**src/pwcr_pkg.sv**
```systemverilog
`timescale 1ns / 1ps

package pwcr_pkg;

	// Widths fixed by the register map and the item fields.
	localparam int TimerW   = 16;
	localparam int StepW    = 10;
	localparam int CodeOutW = 32;
	localparam int AddrW    = 5;
	localparam int DataW    = 32;

	localparam int CODE_WIDTH_DEF = 32;

	localparam logic [TimerW-1:0] TIMER_MAX = '1;

	// Reset values of the configuration registers.
	localparam logic [TimerW-1:0] START_MIN_RST = 16'd3500;
	localparam logic [TimerW-1:0] START_MAX_RST = 16'd5000;
	localparam logic [TimerW-1:0] ONE_MIN_RST   = 16'd1200;
	localparam logic [TimerW-1:0] ONE_MAX_RST   = 16'd2000;
	localparam logic [TimerW-1:0] ZERO_MIN_RST  = 16'd100;
	localparam logic [TimerW-1:0] ZERO_MAX_RST  = 16'd800;
	localparam logic [TimerW-1:0] TIMEOUT_RST   = 16'd10000;
	localparam logic [StepW-1:0]  TICK_STEP_RST = 10'd10;

	// Register index, taken from the word address.
	typedef enum logic [2:0] {
		REG_START_MIN = 3'd0,
		REG_START_MAX = 3'd1,
		REG_ONE_MIN   = 3'd2,
		REG_ONE_MAX   = 3'd3,
		REG_ZERO_MIN  = 3'd4,
		REG_ZERO_MAX  = 3'd5,
		REG_TIMEOUT   = 3'd6,
		REG_TICK_STEP = 3'd7
	} reg_idx_t;

	typedef struct packed {
		logic [TimerW-1:0] start_min;
		logic [TimerW-1:0] start_max;
		logic [TimerW-1:0] one_min;
		logic [TimerW-1:0] one_max;
		logic [TimerW-1:0] zero_min;
		logic [TimerW-1:0] zero_max;
		logic [TimerW-1:0] timeout_width;
		logic [StepW-1:0]  tick_step;
	} cfg_t;

	typedef struct packed {
		logic [CodeOutW-1:0] code_bits;
		logic                receiving;
		logic                frame_end;
		logic                bit_taken;
	} res_t;

endpackage

```
**src/pwcr_in_if.sv**
```systemverilog
`timescale 1ns / 1ps

interface pwcr_in_if;
	logic valid;
	logic ready;
	logic line_level;

	modport source (output valid, output line_level, input ready);
	modport sink (input valid, input line_level, output ready);
endinterface

```
**src/pwcr_out_if.sv**
```systemverilog
`timescale 1ns / 1ps

interface pwcr_out_if;
	logic        valid;
	logic        ready;
	logic [31:0] code_bits;
	logic        receiving;
	logic        frame_end;
	logic        bit_taken;

	modport source (output valid, output code_bits, output receiving, output frame_end,
		output bit_taken, input ready);
	modport sink (input valid, input code_bits, input receiving, input frame_end,
		input bit_taken, output ready);
endinterface

```
**src/pwcr_cfg.sv**
```systemverilog
`timescale 1ns / 1ps

module pwcr_cfg (
	input  logic                        clk,
	input  logic                        arst_n,
	input  logic                        psel,
	input  logic                        penable,
	input  logic                        pwrite,
	input  logic [pwcr_pkg::AddrW-1:0]  paddr,
	input  logic [pwcr_pkg::DataW-1:0]  pwdata,
	output logic [pwcr_pkg::DataW-1:0]  prdata,
	output logic                        pready,
	output pwcr_pkg::cfg_t              cfg
);
	import pwcr_pkg::*;

	cfg_t     cfg_q;
	reg_idx_t idx;
	logic     wr_en;

	assign idx   = reg_idx_t'(paddr[AddrW-1:2]);
	assign wr_en = psel && penable && pwrite;
	assign pready = 1'b1;
	assign cfg   = cfg_q;

	// Register writes in the access phase.
	always_ff @(posedge clk or negedge arst_n) begin
		if (!arst_n) begin
			cfg_q.start_min     <= START_MIN_RST;
			cfg_q.start_max     <= START_MAX_RST;
			cfg_q.one_min       <= ONE_MIN_RST;
			cfg_q.one_max       <= ONE_MAX_RST;
			cfg_q.zero_min      <= ZERO_MIN_RST;
			cfg_q.zero_max      <= ZERO_MAX_RST;
			cfg_q.timeout_width <= TIMEOUT_RST;
			cfg_q.tick_step     <= TICK_STEP_RST;
		end else if (wr_en) begin
			unique case (idx)
				REG_START_MIN: cfg_q.start_min     <= pwdata[TimerW-1:0];
				REG_START_MAX: cfg_q.start_max     <= pwdata[TimerW-1:0];
				REG_ONE_MIN:   cfg_q.one_min       <= pwdata[TimerW-1:0];
				REG_ONE_MAX:   cfg_q.one_max       <= pwdata[TimerW-1:0];
				REG_ZERO_MIN:  cfg_q.zero_min      <= pwdata[TimerW-1:0];
				REG_ZERO_MAX:  cfg_q.zero_max      <= pwdata[TimerW-1:0];
				REG_TIMEOUT:   cfg_q.timeout_width <= pwdata[TimerW-1:0];
				REG_TICK_STEP: cfg_q.tick_step     <= pwdata[StepW-1:0];
			endcase
		end
	end

	// Read-back mux.
	always_comb begin
		unique case (idx)
			REG_START_MIN: prdata = DataW'(cfg_q.start_min);
			REG_START_MAX: prdata = DataW'(cfg_q.start_max);
			REG_ONE_MIN:   prdata = DataW'(cfg_q.one_min);
			REG_ONE_MAX:   prdata = DataW'(cfg_q.one_max);
			REG_ZERO_MIN:  prdata = DataW'(cfg_q.zero_min);
			REG_ZERO_MAX:  prdata = DataW'(cfg_q.zero_max);
			REG_TIMEOUT:   prdata = DataW'(cfg_q.timeout_width);
			REG_TICK_STEP: prdata = DataW'(cfg_q.tick_step);
		endcase
	end

endmodule

```
**src/pwcr_decode.sv**
```systemverilog
`timescale 1ns / 1ps

module pwcr_decode #(
	parameter int CODE_WIDTH = pwcr_pkg::CODE_WIDTH_DEF
) (
	input  logic           clk,
	input  logic           arst_n,
	input  logic           step,
	input  logic           level,
	input  pwcr_pkg::cfg_t cfg,
	output pwcr_pkg::res_t res
);
	import pwcr_pkg::*;

	localparam int ExtW = (CODE_WIDTH > CodeOutW) ? CODE_WIDTH : CodeOutW;

	logic                  was_high_q, armed_q;
	logic [TimerW-1:0]     high_timer_q, low_timer_q;
	logic [CODE_WIDTH-1:0] code_q;

	logic                  was_high_d, armed_d;
	logic [TimerW-1:0]     high_timer_d, low_timer_d;
	logic [CODE_WIDTH-1:0] code_d;
	logic                  end_d, taken_d;

	logic [TimerW:0]       timer_sum;
	logic [TimerW-1:0]     timer_sat;
	logic                  in_start, in_one, in_zero;
	logic [ExtW-1:0]       code_ext;

	// One shared adder: only the timer of the current steady level advances.
	assign timer_sum = (level ? {1'b0, high_timer_q} : {1'b0, low_timer_q})
		+ (TimerW+1)'(cfg.tick_step);
	assign timer_sat = timer_sum[TimerW] ? TIMER_MAX : timer_sum[TimerW-1:0];

	// Window checks on the finished high width.
	assign in_start = (high_timer_q >= cfg.start_min) && (high_timer_q <= cfg.start_max);
	assign in_one   = (high_timer_q >= cfg.one_min) && (high_timer_q <= cfg.one_max);
	assign in_zero  = (high_timer_q >= cfg.zero_min) && (high_timer_q <= cfg.zero_max);

	// Next state for one line sample.
	always_comb begin
		was_high_d   = was_high_q;
		armed_d      = armed_q;
		high_timer_d = high_timer_q;
		low_timer_d  = low_timer_q;
		code_d       = code_q;
		end_d        = 1'b0;
		taken_d      = 1'b0;
		if (level) begin
			if (!was_high_q) begin
				was_high_d   = 1'b1;
				high_timer_d = '0;
			end else begin
				high_timer_d = timer_sat;
				if (timer_sat > cfg.timeout_width && armed_q) begin
					armed_d = 1'b0;
					end_d   = 1'b1;
				end
			end
		end else begin
			if (was_high_q) begin
				was_high_d  = 1'b0;
				low_timer_d = '0;
				if (!armed_q) begin
					armed_d = in_start;
				end else begin
					// Overlapping windows shift a one and then a zero.
					if (in_one) begin
						code_d  = {code_d[CODE_WIDTH-2:0], 1'b1};
						taken_d = 1'b1;
					end
					if (in_zero) begin
						code_d  = {code_d[CODE_WIDTH-2:0], 1'b0};
						taken_d = 1'b1;
					end
				end
			end else begin
				low_timer_d = timer_sat;
				if (timer_sat > cfg.timeout_width && armed_q) begin
					armed_d = 1'b0;
					end_d   = 1'b1;
				end
			end
		end
	end

	// State registers, updated once per sample.
	always_ff @(posedge clk or negedge arst_n) begin
		if (!arst_n) begin
			was_high_q   <= 1'b0;
			armed_q      <= 1'b0;
			high_timer_q <= '0;
			low_timer_q  <= '0;
			code_q       <= '0;
		end else if (step) begin
			was_high_q   <= was_high_d;
			armed_q      <= armed_d;
			high_timer_q <= high_timer_d;
			low_timer_q  <= low_timer_d;
			code_q       <= code_d;
		end
	end

	// Result of this sample.
	assign code_ext      = ExtW'(code_d);
	assign res.code_bits = code_ext[CodeOutW-1:0];
	assign res.receiving = armed_d;
	assign res.frame_end = end_d;
	assign res.bit_taken = taken_d;

endmodule

```
**src/pulse_width_code_receiver.sv**
```systemverilog
`timescale 1ns / 1ps
// A line sample passes the input register, then the output register.
// One sample per cycle unless the output stalls; the decode is a single pass.
// The output register lets a new sample in while the last result waits.
// Reset (arst_n low, asynchronous) clears the timers, armed flag and code,
// and loads the configuration registers with their default values.

module pulse_width_code_receiver #(
	parameter int CODE_WIDTH = pwcr_pkg::CODE_WIDTH_DEF
) (
	input  logic                        clk,
	input  logic                        arst_n,
	pwcr_in_if.sink                     sample,
	pwcr_out_if.source                  result,
	input  logic                        psel,
	input  logic                        penable,
	input  logic                        pwrite,
	input  logic [pwcr_pkg::AddrW-1:0]  paddr,
	input  logic [pwcr_pkg::DataW-1:0]  pwdata,
	output logic [pwcr_pkg::DataW-1:0]  prdata,
	output logic                        pready
);
	import pwcr_pkg::*;

	cfg_t cfg;
	res_t res_d;
	res_t res_s2;
	logic valid_s1, level_s1, valid_s2;
	logic advance;

	pwcr_cfg u_cfg (
		.clk     (clk),
		.arst_n  (arst_n),
		.psel    (psel),
		.penable (penable),
		.pwrite  (pwrite),
		.paddr   (paddr),
		.pwdata  (pwdata),
		.prdata  (prdata),
		.pready  (pready),
		.cfg     (cfg)
	);

	pwcr_decode #(
		.CODE_WIDTH (CODE_WIDTH)
	) u_decode (
		.clk    (clk),
		.arst_n (arst_n),
		.step   (advance),
		.level  (level_s1),
		.cfg    (cfg),
		.res    (res_d)
	);

	// Stage 1 moves into the output register when that register is free.
	assign advance      = valid_s1 && (!valid_s2 || result.ready);
	assign sample.ready = !valid_s1 || advance;

	// Input register.
	always_ff @(posedge clk or negedge arst_n) begin
		if (!arst_n) begin
			valid_s1 <= 1'b0;
		end else if (sample.ready) begin
			valid_s1 <= sample.valid;
		end
	end

	always_ff @(posedge clk) begin
		if (sample.ready && sample.valid) begin
			level_s1 <= sample.line_level;
		end
	end

	// Output register.
	always_ff @(posedge clk or negedge arst_n) begin
		if (!arst_n) begin
			valid_s2 <= 1'b0;
		end else if (!valid_s2 || result.ready) begin
			valid_s2 <= valid_s1;
		end
	end

	always_ff @(posedge clk) begin
		if (advance) begin
			res_s2 <= res_d;
		end
	end

	assign result.valid     = valid_s2;
	assign result.code_bits = res_s2.code_bits;
	assign result.receiving = res_s2.receiving;
	assign result.frame_end = res_s2.frame_end;
	assign result.bit_taken = res_s2.bit_taken;

	// A frame end always drops the armed flag.
	assert property (@(posedge clk) disable iff (!arst_n)
		result.valid && result.frame_end |-> !result.receiving)
		else $error("frame_end reported while still receiving");

	// Bits are only taken inside an armed frame.
	assert property (@(posedge clk) disable iff (!arst_n)
		result.valid && result.bit_taken |-> result.receiving)
		else $error("bit taken outside an armed frame");

	// A timeout and a decoded bit come from different line phases.
	assert property (@(posedge clk) disable iff (!arst_n)
		result.valid |-> !(result.frame_end && result.bit_taken))
		else $error("frame_end and bit_taken on the same sample");

	// The decode state only moves when a sample leaves stage 1.
	assert property (@(posedge clk) disable iff (!arst_n)
		advance |-> valid_s1)
		else $error("decode stepped without a sample");

endmodule
```
**src/flat_wrapper.sv**
```systemverilog
// flat-port wrapper written by rule: the top's interface ports become plain ports
module pulse_width_code_receiver_flat import pwcr_pkg::*;
#(
	parameter int CODE_WIDTH = pwcr_pkg::CODE_WIDTH_DEF
)
  (clk, arst_n, psel, penable, pwrite, paddr, pwdata, prdata, pready, sample_valid, sample_line_level, sample_ready, result_valid, result_code_bits, result_receiving, result_frame_end, result_bit_taken, result_ready);
  pwcr_in_if sample_i ();
  pwcr_out_if result_i ();
  input  logic clk;
  input  logic arst_n;
  input  logic psel;
  input  logic penable;
  input  logic pwrite;
  input  logic [pwcr_pkg::AddrW-1:0] paddr;
  input  logic [pwcr_pkg::DataW-1:0] pwdata;
  output logic [pwcr_pkg::DataW-1:0] prdata;
  output logic pready;
  input wire logic [$bits(sample_i.valid)-1:0] sample_valid;
  input wire logic [$bits(sample_i.line_level)-1:0] sample_line_level;
  output wire logic [$bits(sample_i.ready)-1:0] sample_ready;
  output wire logic [$bits(result_i.valid)-1:0] result_valid;
  output wire logic [$bits(result_i.code_bits)-1:0] result_code_bits;
  output wire logic [$bits(result_i.receiving)-1:0] result_receiving;
  output wire logic [$bits(result_i.frame_end)-1:0] result_frame_end;
  output wire logic [$bits(result_i.bit_taken)-1:0] result_bit_taken;
  input wire logic [$bits(result_i.ready)-1:0] result_ready;
  assign sample_i.valid = sample_valid;
  assign sample_i.line_level = sample_line_level;
  assign sample_ready = sample_i.ready;
  assign result_valid = result_i.valid;
  assign result_code_bits = result_i.code_bits;
  assign result_receiving = result_i.receiving;
  assign result_frame_end = result_i.frame_end;
  assign result_bit_taken = result_i.bit_taken;
  assign result_i.ready = result_ready;
  pulse_width_code_receiver #(.CODE_WIDTH(CODE_WIDTH)) u_core (.clk(clk), .arst_n(arst_n), .sample(sample_i), .result(result_i), .psel(psel), .penable(penable), .pwrite(pwrite), .paddr(paddr), .pwdata(pwdata), .prdata(prdata), .pready(pready));
endmodule
```
**config.mk**
```make
export PLATFORM = sky130hd
export DESIGN_NAME = pulse_width_code_receiver_flat
export DESIGN_NICKNAME = d
export VERILOG_FILES = /design/src/pwcr_pkg.sv /design/src/pwcr_in_if.sv /design/src/pwcr_out_if.sv /design/src/pwcr_cfg.sv /design/src/pwcr_decode.sv /design/src/pulse_width_code_receiver.sv /design/src/flat_wrapper.sv
export SDC_FILE = /design/constraint.sdc
export NUM_CORES = 1
export LEC_CHECK = 0
export BUFFER_PORTS_ARGS = -buffer_cell sky130_fd_sc_hd__buf_4
export CORE_MARGIN = 2
export CORE_UTILIZATION = 45
export DETAILED_ROUTE_END_ITERATION = 8
export GPL_ROUTABILITY_DRIVEN = 0
export PLACE_DENSITY = 0.63
export SYNTH_ARGS = -nofsm -noshare
export SYNTH_HDL_FRONTEND = slang
export SYNTH_HIERARCHICAL = 1
export SYNTH_SLANG_ARGS = --single-unit
```
**constraint.sdc**
```tcl
create_clock -name clk -period 8.2 [get_ports clk]
set_input_delay 1.64 -clock clk [delete_from_list [all_inputs] [get_ports clk]]
set_output_delay 1.64 -clock clk [all_outputs]
set_load 0.005 [all_outputs]
```
==> run_results.csv <==
group,metric,value,unit
yosys,synth_top_area_share,26.2,%
critical_path,crit_buf_inv,3,
grt,grt_pass1_vias,10965,
power_and_ir_drop,power.density,281,mW/mm2
critical_path,path_delay_family,"compound AO/OA/AOI/OAI gates",
floorplanning,die_area,0.0344,mm2
yosys,synth_edf_count,36,
drt,via_count,11176,
drt,drt-pass1-iter-count,5,
drt,postRouteAntennaNets,0,
cts,numClockSinks,226,
timing,worst_pin_slew,1.17,ns
yosys,synth_cell_type_count,74,
critical_path,critPathArrivalTime,5.51,ns
layout,mostFrequentLayoutCell,"dfrtp_1",
cts,cts_made_buffers,27,
critical_path,critPathMaxStageDelay,0.55,ns
yosys,synth_top_cell_by_area,"dfrtp_1",
timing,fmax,191,MHz
cts,cts.hold.buffers_added,0,
drt,drc,0,
floorplanning,rows,66,
status,status,"finished clean",
layout,area_delta_synth_final,11.2,%
cts,cts.repair.resized,0,
timing,final-hold-violation-count,0,
min_path,min_from,"u_core/u_decode/low_timer_q[9]",
critical_path,worst_setup_path_start_kind,"flip-flop",
drt,wl_per_cell,20.0,um
grt,antenna_found_initial,0,
critical_path,slowest_stage,"a41oi_1",
timing,fin_setup_tns,0,ns
yosys,ys_ff_latch,226,
critical_path,r2r_cells,19,
timing,final_max_slew_viol_count,0,
critical_path,required,8.47,ns
floorplanning,dieWidth,186,um
timing,fin_crit,5.24,ns
floorplanning,die_h,186,um
timing,setup_viol,0,
drt,drt-initial-drc-count,845,
grt,grt_first_pass_wirelength,60800,um
timing,min_period_over_period,63.9,%
grt,grtUsageTotal,22.4,%
critical_path,cp_max_fo,28,
critical_path,rrSetupSlack,2.96,ns
power_and_ir_drop,power,4.64,mW
critical_path,crit-reg2reg-launch,"u_core/level_s1",
cts,cts_setup_buffers,0,
layout,fillers,2945,
critical_path,r2r_end,"u_core/result.frame_end",
power_and_ir_drop,leakage,7.42,nW
yosys,ys_warn_count,6,
layout,mostFrequentLayoutCells,"155 x dfrtp_1, 131 x inv_1, 130 x mux2_2, 122 x ha_1, 102 x nor2_1",
min_path,hold_path_class,"reg2reg",
yosys,ys_async_sr_fraction,84.1,%
yosys,synth_cells,1397,
timing,slew-limit-headroom,21.9,%
grt,overflow,0,
flow_run,max_cap_viol_count,0,
floorplanning,core_area,0.0325,mm2
grt,grt_max_degree,122,
min_path,hold-path-cell-count,1,
critical_path,critical_path_cell_count,19,
critical_path,crit_path_cell_trace,"buf_4, mux2_2, ha_1, fa_1, a21o_1, a21oi_1, o21ai_0, a41oi_1, nor2_1, buf_4, nor2_1, inv_1, ha_1, nor2b_1, o21a_1, o211ai_1, nand3_1, a31oi_1, nor3b_1",
timing,skew,0.0222,ns
layout,diodes,0,
yosys,yosys-top-cells-area,"dfrtp_1 26%, ha_1 10%, mux2_2 9.9%",
yosys,syn-cell-area,0.0148,mm2
layout,utilization,50.8,%
layout,num-nets-final,1608,
yosys,seq_area_frac_synth,39.7,%
cts,cts_tree,"yes",
critical_path,cp-end-kind,"flip-flop",
cts,cts_root_buf,"clkbuf_16",
drt,vias_per_cell,5.87,
placed_design,hpwl,26600,um
cts,clock_path_buffers,3,
min_path,holdPathEnd,"u_core/u_decode/low_timer_q[9]",
cts,clk_pin_slew,0.06,ns
critical_path,crit_type,"reg2reg",
timing,grt_setup_unrepaired,"no",
cts,htree_levels,1,
floorplanning,initial_utilization,45.7,%
layout,drive_above_1_share,25.3,%
power_and_ir_drop,irDropWorstVdd,0.154,mV
cts,worstSkewPairLatency,0.54,ns
yosys,synthFlopType,"dfrtp_1",
yosys,avgSynthCellArea,10.6,um2
placed_design,io_buffers,79,
drt,finalWirelength,38000,um
floorplanning,io_pins,115,
-- layer usage --
layer  wire [um]  GRT usage, %
met3        1740          2.23
met5           0             0
met4        1220          7.30
met1       17200          30.7
met2       17900          37.3
-- Yosys cell counts (10+ instances only) --
library cell  instances
dfstp_2              35
mux2_4               10
buf_2                17
nand4_1              18
o221a_2              21
nand2_1              44
edfxtp_1             36
o22ai_1              11
nor2b_1              10
mux2i_1              65
buf_4                27
mux2_2              130
nor2_1              103
nor3b_1              12
a221oi_1             36
o31ai_1              10
dfrtp_1             155
nand2b_1             11
ha_1                122
a21oi_1              45
a21o_1               22
inv_1               131
nand3_1              34
clkbuf_1             43
o21ai_0              32
a211oi_1             26
a311oi_1             30
o22a_1               12
-- registers in the layout, summed over array words and instances (netlist names) --
name	flops
u_core/level_s1	1
u_core/u_decode/code_q	32
u_core/result.receiving	1
u_core/result.bit_taken	1
u_core/result.frame_end	1
u_core/valid_s1	1
u_core/u_cfg/cfg	122
u_core/result.code_bits	32
u_core/u_decode/high_timer_q	16
u_core/u_decode/was_high_q	1
u_core/result.valid	1
u_core/u_decode/low_timer_q	16
u_core/u_decode/armed_q	1
-- final cells by class --
cell class | instances | area (um2) | area share [%]
multi-input combinational | 957 | 7970 | 48.4
sequential | 226 | 5880 | 35.7
clock buffer | 40 | 754 | 4.58
timing repair buffer | 97 | 734 | 4.46
tap | 442 | 553 | 3.35
inverter | 131 | 492 | 2.98
clock inverter | 10 | 101 | 0.615
-- worst max path at each step --
stage / from / to / slack [ns]
final: u_core/level_s1 / u_core/result.frame_end / 2.96
after global routing: u_core/level_s1 / u_core/result.frame_end / 2.48
after CTS: u_core/level_s1 / u_core/result.frame_end / 2.97
after detailed placement: u_core/level_s1 / u_core/result.frame_end / 3.00
after global placement: u_core/level_s1 / u_core/result.frame_end / 3.03
after floorplan: u_core/level_s1 / u_core/result.frame_end / 2.94
-- kinds of logic (layout without fill, tap and decap cells) --
| logic type | Yosys count | in the layout | synth area share [%] |
|---|---|---|---|
| AO/OA/AOI/OAI | 306 | 306 | 15.8 |
| XOR/XNOR | 12 | 12 | 0.836 |
| adder cells (fa/ha/maj) | 123 | 123 | 10.4 |
| buffers and inverters | 229 | 278 | 7.11 |
| flip-flops | 226 | 226 | 39.7 |
| multiplexers | 210 | 210 | 16.0 |
| other | 2 | 17 | 0.0507 |
| AND/OR/NAND/NOR | 289 | 289 | 10.1 |
-- per-stage QoR --
stage	hold WS, ns	cell area (um2)	worst slack (ns)	instances
global placement	0.454	15600	3.03	1853
global route	0.496	16500	2.48	1903
floorplan	0.446	14900	2.94	1412
finish	0.474	16500	2.96	1903
CTS	0.477	16500	2.97	1903
detailed placement	0.464	15600	3.00	1853
-- power by group --
| group | internal [mW] | total, mW | switching, mW |
|---|---|---|---|
| registers | 1.43 | 1.68 | 0.251 |
| clock network | 0.696 | 1.17 | 0.472 |
| logic | 0.787 | 1.79 | 1.01 |
No activity file was read; power rests on OpenSTA's default activity.
